File: config.mk
export PLATFORM = sky130hd
export DESIGN_NAME = distance_vector_route_table
export DESIGN_NICKNAME = d
export VERILOG_FILES = /design/src/sv/dvrt_pkg.sv /design/src/sv/dvrt_cell.sv /design/src/sv/distance_vector_route_table.sv
export SDC_FILE = /design/constraint.sdc
export NUM_CORES = 2
export LEC_CHECK = 0
export ABC_CLOCK_PERIOD_IN_PS = 470600
export BUFFER_PORTS_ARGS = -buffer_cell sky130_fd_sc_hd__buf_4
export CAP_MARGIN = 20
export CORE_AREA = 5 5 600 542
export DETAILED_ROUTE_END_ITERATION = 10
export DIE_AREA = 0 0 605 547
export PLACE_DENSITY = 0.77
export SYNTH_ARGS = -nofsm -noshare
export SYNTH_HDL_FRONTEND = slang
export SYNTH_SLANG_ARGS = --single-unit
File: constraint.sdc
create_clock -name clk -period 470.6 [get_ports clk]
set_input_delay 23.53 -clock clk [delete_from_list [all_inputs] [get_ports clk]]
set_output_delay 23.53 -clock clk [all_outputs]
set_load 0.05 [all_outputs]
File: src/sv/dvrt_pkg.sv
// ----------------------------------------------------------------------------
// dvrt_pkg
// Types and constants shared by the distance-vector route table.
// ----------------------------------------------------------------------------
package dvrt_pkg;

  localparam logic [4:0] METRIC_INF = 5'd16;
  localparam logic [7:0] EXPIRE_RESET = 8'd30;
  localparam logic [7:0] HOLDDOWN_RESET = 8'd15;
  localparam logic [7:0] UPDATE_RESET = 8'd15;

  typedef enum logic [1:0] {
    CMD_UPDATE = 2'd0,
    CMD_LOCAL  = 2'd1,
    CMD_TICK   = 2'd2,
    CMD_ADV    = 2'd3
  } cmd_t;

  typedef enum logic [2:0] {
    ACT_NONE   = 3'd0,
    ACT_ADD    = 3'd1,
    ACT_MODIFY = 3'd2,
    ACT_DELETE = 3'd3,
    ACT_ADV    = 3'd4,
    ACT_FULL   = 3'd5
  } act_t;

  typedef enum logic [1:0] {
    REG_EXPIRE   = 2'd0,
    REG_HOLDDOWN = 2'd1,
    REG_UPDATE   = 2'd2
  } reg_t;

  typedef enum logic [1:0] {
    ST_IDLE,
    ST_SCAN,
    ST_FINISH
  } state_t;

  typedef struct packed {
    logic [1:0]  command;
    logic [31:0] dst_addr;
    logic [31:0] net_mask;
    logic [15:0] metric_in;
    logic [31:0] neighbour_addr;
    logic [1:0]  iface;
  } in_item_t;

  typedef struct packed {
    logic [2:0]  action;
    logic [31:0] route_dst;
    logic [31:0] route_mask;
    logic [31:0] route_gateway;
    logic [4:0]  route_metric;
    logic        route_invalid;
    logic        update_due;
    logic        last_item;
  } out_item_t;

  // One table entry
  typedef struct packed {
    logic        used;
    logic [31:0] dst;
    logic [31:0] mask;
    logic [31:0] gateway;
    logic [4:0]  metric;
    logic        invalid;
    logic        learned;
    logic [1:0]  port;
    logic [31:0] expire_at;
    logic [31:0] purge_at;
  } entry_t;

  // Deadline reached test with wrap-around
  function automatic logic reached(input logic [31:0] now, input logic [31:0] deadline);
    logic [31:0] diff;
    diff = now - deadline;
    return ~diff[31];
  endfunction

endpackage

File: src/sv/dvrt_cell.sv
// ----------------------------------------------------------------------------
// dvrt_cell
// One table slot. In a walk cycle the slot takes the entry of its upper
// neighbour (or the rewritten entry at the head), so the table rotates by one.
// ----------------------------------------------------------------------------
module dvrt_cell (
  input  logic              clk,
  input  logic              rst,
  input  logic              shift,
  input  dvrt_pkg::entry_t  entry_in,
  output dvrt_pkg::entry_t  entry
);
  import dvrt_pkg::*;

  logic   used;
  entry_t held;

  // used bit is control state
  always_ff @(posedge clk) begin
    if (rst) begin
      used <= 1'b0;
    end else if (shift) begin
      used <= entry_in.used;
    end
  end

  // payload, no reset
  always_ff @(posedge clk) begin
    if (shift) begin
      held <= entry_in;
    end
  end

  always_comb begin
    entry      = held;
    entry.used = used;
  end

endmodule

File: src/sv/distance_vector_route_table.sv
// ----------------------------------------------------------------------------
// distance_vector_route_table
// RIP-style route table held in a rotating chain of slot cells.
// ----------------------------------------------------------------------------
// Every command walks the table: the chain of TABLE_DEPTH cells rotates
// one slot per cycle, slot 0 passing the head. A tick or advertise walks
// it once. An update or local insert needs two walks, one to look up the
// destination and free slot and one to write; an update whose port is out
// of range walks once.
// Results appear with a one-cycle strobe (result_valid) and cannot be
// stalled; busy is high for the whole walk, and the last result of a command
// is on the ports in the first cycle after busy falls. No clearing pass after
// reset.
module distance_vector_route_table #(
  parameter int TABLE_DEPTH = 32,
  parameter int PORT_COUNT  = 4
) (
  input  logic                clk,
  input  logic                rst,
  input  logic                start,
  output logic                busy,
  input  dvrt_pkg::in_item_t  item,
  output logic                result_valid,
  output dvrt_pkg::out_item_t result,
  input  logic                cfg_valid,
  output logic                cfg_ready,
  input  logic [1:0]          cfg_index,
  input  logic [7:0]          cfg_data
);
  import dvrt_pkg::*;

  localparam int IW = $clog2(TABLE_DEPTH);

  // configuration
  logic [7:0] expire_seconds, holddown_seconds, update_seconds;
  assign cfg_ready = 1'b1;
  always_ff @(posedge clk) begin
    if (rst) begin
      expire_seconds   <= EXPIRE_RESET;
      holddown_seconds <= HOLDDOWN_RESET;
      update_seconds   <= UPDATE_RESET;
    end else if (cfg_valid) begin
      unique case (reg_t'(cfg_index))
        REG_EXPIRE:   expire_seconds   <= cfg_data;
        REG_HOLDDOWN: holddown_seconds <= cfg_data;
        REG_UPDATE:   update_seconds   <= cfg_data;
        default: ;
      endcase
    end
  end

  // cell chain
  entry_t cells [TABLE_DEPTH];
  entry_t head_in;
  logic   shift;
  genvar g;
  generate
    for (g = 0; g < TABLE_DEPTH; g++) begin : g_cell
      if (g == TABLE_DEPTH - 1) begin : g_top
        dvrt_cell u_cell (.clk, .rst, .shift, .entry_in(head_in), .entry(cells[g]));
      end else begin : g_mid
        dvrt_cell u_cell (.clk, .rst, .shift, .entry_in(cells[g+1]), .entry(cells[g]));
      end
    end
  endgenerate
  entry_t head;
  assign head = cells[0];

  // control
  state_t state, state_next;
  in_item_t cmd;
  logic [IW-1:0] pos;           // slot index of head
  logic pass;                   // 0 lookup walk, 1 write walk
  logic [31:0] seconds_now, next_update_at;
  logic due;
  logic tick_due;
  logic found, free_ok;
  logic [IW-1:0] found_pos, free_pos;
  logic [4:0] met;
  logic last_slot;

  assign last_slot = (pos == IW'(TABLE_DEPTH - 1));
  assign met = (cmd.metric_in >= 16'd15) ? METRIC_INF : 5'(cmd.metric_in + 16'd1);
  assign busy = (state != ST_IDLE);
  assign tick_due = (item.command == CMD_TICK) &&
                    reached(seconds_now + 32'd1, next_update_at);

  // per-slot decision at the head
  entry_t rewrite;
  logic emit;
  out_item_t res;
  logic port_ok;
  assign port_ok = ({30'd0, cmd.iface} < 32'(PORT_COUNT));

  always_comb begin
    rewrite = head;
    emit = 1'b0;
    res = '0;
    res.route_dst = head.dst;
    res.route_mask = head.mask;
    res.route_gateway = head.gateway;
    res.route_metric = head.metric;
    res.route_invalid = head.invalid;
    if (state == ST_SCAN) begin
      unique case (cmd_t'(cmd.command))
        CMD_TICK: begin
          if (head.used && head.learned) begin
            if (!head.invalid) begin
              if (reached(seconds_now, head.expire_at)) begin
                rewrite.invalid = 1'b1;
                rewrite.metric = METRIC_INF;
                emit = 1'b1;
                res.action = ACT_MODIFY;
                res.route_metric = METRIC_INF;
                res.route_invalid = 1'b1;
              end
            end else if (reached(seconds_now, head.purge_at)) begin
              rewrite.used = 1'b0;
              emit = 1'b1;
              res.action = ACT_DELETE;
            end
          end
        end
        CMD_ADV: begin
          if (port_ok && head.used && !(head.learned && head.port == cmd.iface)) begin
            emit = 1'b1;
            res.action = ACT_ADV;
          end
        end
        CMD_UPDATE: begin
          if (pass && found && pos == found_pos) begin
            // local and invalid entries are left untouched
            if (head.learned && !head.invalid) begin
              if (met < head.metric ||
                  (cmd.neighbour_addr == head.gateway && met != head.metric)) begin
                rewrite.mask = cmd.net_mask;
                rewrite.gateway = cmd.neighbour_addr;
                rewrite.metric = met;
                rewrite.port = cmd.iface;
                if (met != METRIC_INF) begin
                  rewrite.invalid = 1'b0;
                  rewrite.expire_at = seconds_now + 32'(expire_seconds);
                  rewrite.purge_at = seconds_now + 32'(expire_seconds) +
                                     32'(holddown_seconds);
                end else begin
                  rewrite.invalid = 1'b1;
                end
                emit = 1'b1;
                res.action = ACT_MODIFY;
                res.route_dst = head.dst;
                res.route_mask = cmd.net_mask;
                res.route_gateway = cmd.neighbour_addr;
                res.route_metric = met;
                res.route_invalid = (met == METRIC_INF);
              end else if (cmd.neighbour_addr == head.gateway) begin
                rewrite.expire_at = seconds_now + 32'(expire_seconds);
                rewrite.purge_at = seconds_now + 32'(expire_seconds) +
                                   32'(update_seconds);
              end
            end
          end else if (pass && !found && free_ok && met != METRIC_INF &&
                       pos == free_pos) begin
            rewrite.used = 1'b1;
            rewrite.dst = cmd.dst_addr;
            rewrite.mask = cmd.net_mask;
            rewrite.gateway = cmd.neighbour_addr;
            rewrite.metric = met;
            rewrite.invalid = 1'b0;
            rewrite.learned = 1'b1;
            rewrite.port = cmd.iface;
            rewrite.expire_at = seconds_now + 32'(expire_seconds);
            rewrite.purge_at = seconds_now + 32'(expire_seconds) + 32'(holddown_seconds);
            emit = 1'b1;
            res.action = ACT_ADD;
            res.route_dst = cmd.dst_addr;
            res.route_mask = cmd.net_mask;
            res.route_gateway = cmd.neighbour_addr;
            res.route_metric = met;
            res.route_invalid = 1'b0;
          end
        end
        CMD_LOCAL: begin
          if (pass && free_ok && pos == free_pos) begin
            rewrite = '0;
            rewrite.used = 1'b1;
            rewrite.dst = cmd.dst_addr;
            rewrite.mask = cmd.net_mask;
            emit = 1'b1;
            res.action = ACT_ADD;
            res.route_dst = cmd.dst_addr;
            res.route_mask = cmd.net_mask;
            res.route_gateway = '0;
            res.route_metric = '0;
            res.route_invalid = 1'b0;
          end
        end
        default: ;
      endcase
    end
  end
  assign head_in = rewrite;
  assign shift = (state == ST_SCAN);

  // next state
  always_comb begin
    state_next = state;
    unique case (state)
      ST_IDLE:   if (start) state_next = ST_SCAN;
      ST_SCAN: begin
        if (last_slot) begin
          if ((cmd.command == CMD_UPDATE || cmd.command == CMD_LOCAL) && !pass &&
              (cmd.command == CMD_LOCAL || port_ok))
            state_next = ST_SCAN;
          else
            state_next = ST_FINISH;
        end
      end
      ST_FINISH: state_next = ST_IDLE;
      default:   state_next = ST_IDLE;
    endcase
  end

  always_ff @(posedge clk) begin
    if (rst) state <= ST_IDLE;
    else     state <= state_next;
  end

  // walk bookkeeping
  always_ff @(posedge clk) begin
    if (rst) begin
      pos <= '0;
      pass <= 1'b0;
      seconds_now <= '0;
      next_update_at <= 32'(UPDATE_RESET);
      due <= 1'b0;
      found <= 1'b0;
      free_ok <= 1'b0;
    end else begin
      unique case (state)
        ST_IDLE: if (start) begin
          cmd <= item;
          pos <= '0;
          pass <= 1'b0;
          found <= 1'b0;
          free_ok <= 1'b0;
          due <= tick_due;
          if (item.command == CMD_TICK) seconds_now <= seconds_now + 32'd1;
          if (tick_due) next_update_at <= seconds_now + 32'd1 + 32'(update_seconds);
        end
        ST_SCAN: begin
          pos <= last_slot ? '0 : pos + IW'(1);
          if (last_slot) pass <= 1'b1;
          if (!pass && head.used && head.dst == cmd.dst_addr && !found) begin
            found <= 1'b1;
            found_pos <= pos;
          end
          if (!pass && !head.used && !free_ok) begin
            free_ok <= 1'b1;
            free_pos <= pos;
          end
        end
        default: ;
      endcase
    end
  end

  // result when the walk emitted nothing
  out_item_t final_res;
  always_comb begin
    final_res = '0;
    if (cmd.command == CMD_UPDATE && port_ok && !found && met != METRIC_INF && !free_ok) begin
      final_res.action = ACT_FULL;
      final_res.route_dst = cmd.dst_addr;
      final_res.route_mask = cmd.net_mask;
      final_res.route_gateway = cmd.neighbour_addr;
      final_res.route_metric = met;
    end else if (cmd.command == CMD_LOCAL && !free_ok) begin
      final_res.action = ACT_FULL;
      final_res.route_dst = cmd.dst_addr;
      final_res.route_mask = cmd.net_mask;
    end
  end

  // result staging: hold one pending result so last_item can be marked
  out_item_t pend;
  logic pend_valid;
  logic out_fire;
  out_item_t out_next;

  always_comb begin
    out_fire = 1'b0;
    out_next = pend;
    if (state == ST_SCAN && emit && pend_valid) begin
      out_fire = 1'b1;
    end else if (state == ST_FINISH) begin
      out_fire = 1'b1;
      if (!pend_valid) out_next = final_res;
      out_next.last_item = 1'b1;
      out_next.update_due = due;
    end
  end

  always_ff @(posedge clk) begin
    if (rst) begin
      pend_valid <= 1'b0;
      result_valid <= 1'b0;
    end else begin
      result_valid <= out_fire;
      if (state == ST_IDLE) pend_valid <= 1'b0;
      else if (state == ST_SCAN && emit) pend_valid <= 1'b1;
    end
  end

  always_ff @(posedge clk) begin
    if (out_fire) result <= out_next;
    if (state == ST_SCAN && emit) pend <= res;
  end

  // assertions
  a_no_strobe_idle: assert property (@(posedge clk) disable iff (rst)
    result_valid && result.last_item |=> !result_valid) else $error("strobe after last");
  a_busy_after_start: assert property (@(posedge clk) disable iff (rst)
    start && !busy |=> busy) else $error("start not taken");
  a_finish_gives_last: assert property (@(posedge clk) disable iff (rst)
    state == ST_FINISH |=> result_valid && result.last_item) else $error("no last");

endmodule

==> metrics.cfg <==
[run_status]
status=finished clean

[finish]
layout_common_cells=5746 x edfxtp_1, 540 x clkbuf_16, 413 x nand2_1
final_common_cell=edfxtp_1
area_growth_pct=13.2
fin_nets=9250
register_area_um2=175000
drive_above_1_share=0.128
multi_input_area_um2=13800
nFillCells=18300
final_util=0.675

[global_route]
grt_usage=0.222
grt_max_degree=226
globalRoute.totalOverflow=0
antenna_found_initial=24
grt_first_pass_wirelength_um=545000
grt_pass1_vias=81200

[job]
cap_violations=0

[timing]
tns_ps=0
setup_viol_count_final=0
worst_pin_slew_ps=1300
slew-limit-headroom=0.131
fin_skew_ps=85.1
drv_slew=0
grt_setup_unrepaired=false
finalCriticalPeriod_ps=25530
finalCritPeriodShare=0.0543
clock.fmax_mhz=39.2
final-hold-violation-count=0

[route]
first_iter_violations=10800
drt-pass1-iter-count=6
drcViolationCount=0
wl_um=378000
wl_per_cell_um=27.6
num_vias=79200
antenna_left=0
vias_per_cell=5.78

[cts]
cts.sinks=5879
htree_num_levels=6
clk_latency_ps=1030
cts_buffers=535
root_buffer=clkbuf_16
clockBufferDepth=4
cts_resized=0
cts_tree=built
hold_buffers=0
clk_pin_slew_ps=70
post-cts-setup-buffers=0

[min_path]
hold_path_class=flop to flop

[synth]
yosysWarnings=0
synth.area.top_cells=edfxtp_1 91%, dfxtp_1 1.4%, ha_1 0.87%
ys_async_sr_fraction=0
synth_top_cell_area_share=0.908
synth_area_per_cell_um2=23.0
synthDistinctLibCells=81
synthSimpleGateAreaFrac=0.0231
synth_top_family_by_area=compound AO/OA/AOI/OAI gates
synth_edf_count=5746
synth_compound_area_frac=0.0242
synth_seq_cells=5879
yosysTopAreaCell=edfxtp_1
synth.area.mux_share=0.00597
ys_seq_area_frac=0.922
synth_fa_ha_area_frac=0.00911
synth_area_um2=190000
synth_xor_area_frac=0.00972
ys.flop_type=edfxtp_1
syn_inst=8253
syn_nets=8519

[worst_setup_path]
cp.required_ps=447070
cpLargestDelayFamily=flip-flops
critPathBufInv=2
arrival_ps=2000
end_kind=output port
cpMaxStageDelayCell=dfxtp_1
start_kind=flop
critical-path-max-stage-delay_ps=370
critPathKind=flop to output port
crit_chain=nor2_1 > inv_1 > buf_4
crit_fanout=5

[place]
globalplace.congestion=0.873
hpwlAfterDp_um=177000
io_buffers=238

[pwr]
p_per_area_nw_per_um2=5.04
ir_drop_mv=0.00505
leakage_uw=0.0715

[die]
floorplan.initialDensity=0.596
io-pin-count=240
rows=197
die_w_um=605
die_h_um=547
die_area_um2=331000
coreArea_um2=319000

## flip-flops by register name (all words and copies together), names as in the netlist, 8 cells and up
signal	cells
g_cell.g_mid.u_cell.entry	5239
g_cell.g_top.u_cell.entry	169
cmd	116
result	107
pend	105
next_update_at	32
seconds_now	32
g_cell.g_mid.u_cell.used	31
expire_seconds	8
holddown_seconds	8
update_seconds	8
## through the flow
step / cells / setup slack, ps / power [uW] / instance area [um^2] / hold slack, ps
CTS: 13700 / 445010 / 1090 / 215000 / 368
global placement: 12700 / 444500 / 654 / 198000 / 400
finish: 13700 / 445070 / 1080 / 215000 / 371
detailed placement: 12700 / 444340 / 657 / 198000 / 405
global route: 13700 / 444980 / 1120 / 215000 / 382
floorplan: 8253 / 316590 / 877 / 190000 / 400
## path summary, 6_finish.rpt
kind / endpoint / slack [ps] / cells after the start / startpoint
max: busy / 445070 / 3 / state[0]$_SDFFE_PP0P_
min: g_cell[4].g_mid.u_cell.entry[128]$_DFFE_PP_ / 370 / 0 / g_cell[5].g_mid.u_cell.entry[128]$_DFFE_PP_
max reg2reg: g_cell[12].g_mid.u_cell.entry[105]$_DFFE_PP_ / 462160 / 9 / state[0]$_SDFFE_PP0P_
min reg2reg: g_cell[4].g_mid.u_cell.entry[128]$_DFFE_PP_ / 370 / 0 / g_cell[5].g_mid.u_cell.entry[128]$_DFFE_PP_
## report_power, final
part / internal (uW) / switching (uW) / leakage, uW / total (uW)
registers: 612 / 12.7 / 0.0551 / 625
clock network: 232 / 204 / 0.00829 / 435
logic: 4.36 / 20.2 / 0.00811 / 24.5
total: 848 / 237 / 0.0715 / 1080
## synth_stat cells (10+ instances only)
master    number
a22o_1       149
a21o_1        43
inv_1        142
nand3b_1      13
mux2i_1       38
nand2_1      413
a211oi_1      10
ha_1         132
mux2_2        67
edfxtp_1    5746
and2_1        12
a31oi_1       43
xor2_1        93
a22oi_1       10
o22ai_1       14
a211o_1       15
xnor2_1      118
o211ai_1      21
and3_1        13
nand2b_1      19
and4_1        10
nor2_1       190
clkbuf_1     134
nand4_1       50
nor2b_1       18
dfxtp_1      133
buf_1         12
or4_1         11
or2_2         14
nor3_1        54
o21ai_0      137
nor4_1        30
a21oi_1      134
nand3_1       62
or3_1         20
## metal layers
metal | track usage | vias up | wire length (um)
met5 | 0 | - | 83
met4 | 0.0832 | 8 | 15700
met3 | 0.0378 | 908 | 26100
met2 | 0.360 | 3688 | 187000
met1 | 0.311 | 40500 | 148000
li1 | - | 34100 | -
## worst reg2reg max path, delay by kind of cell, from the launching register on
family | cells | cell delay (ps)
buffers and inverters | 8 | 7380
flip-flops | 1 | 450
AND/OR/NAND/NOR | 1 | 160
## cell type report
class                      count  share of cell area
multi-input combinational   2073              0.0643
timing repair buffer         352              0.0140
antenna                       18            0.000209
clock inverter               316              0.0150
tap                         4278              0.0249
sequential                  5879               0.814
inverter                     143             0.00253
clock buffer                 635              0.0646
## logic make-up (layout without fill, tap and decap cells)
| logic type | after synthesis | in the layout |
|---|---|---|
| buf+inv | 301 | 1446 |
| fa+ha+maj | 136 | 136 |
| other cells | 1 | 19 |
| compound gates | 672 | 672 |
| xor+xnor | 211 | 211 |
| flops | 5879 | 5879 |
| mux | 105 | 105 |
| simple gates | 948 | 948 |
Note: power is estimated with default switching activity, not from simulation.
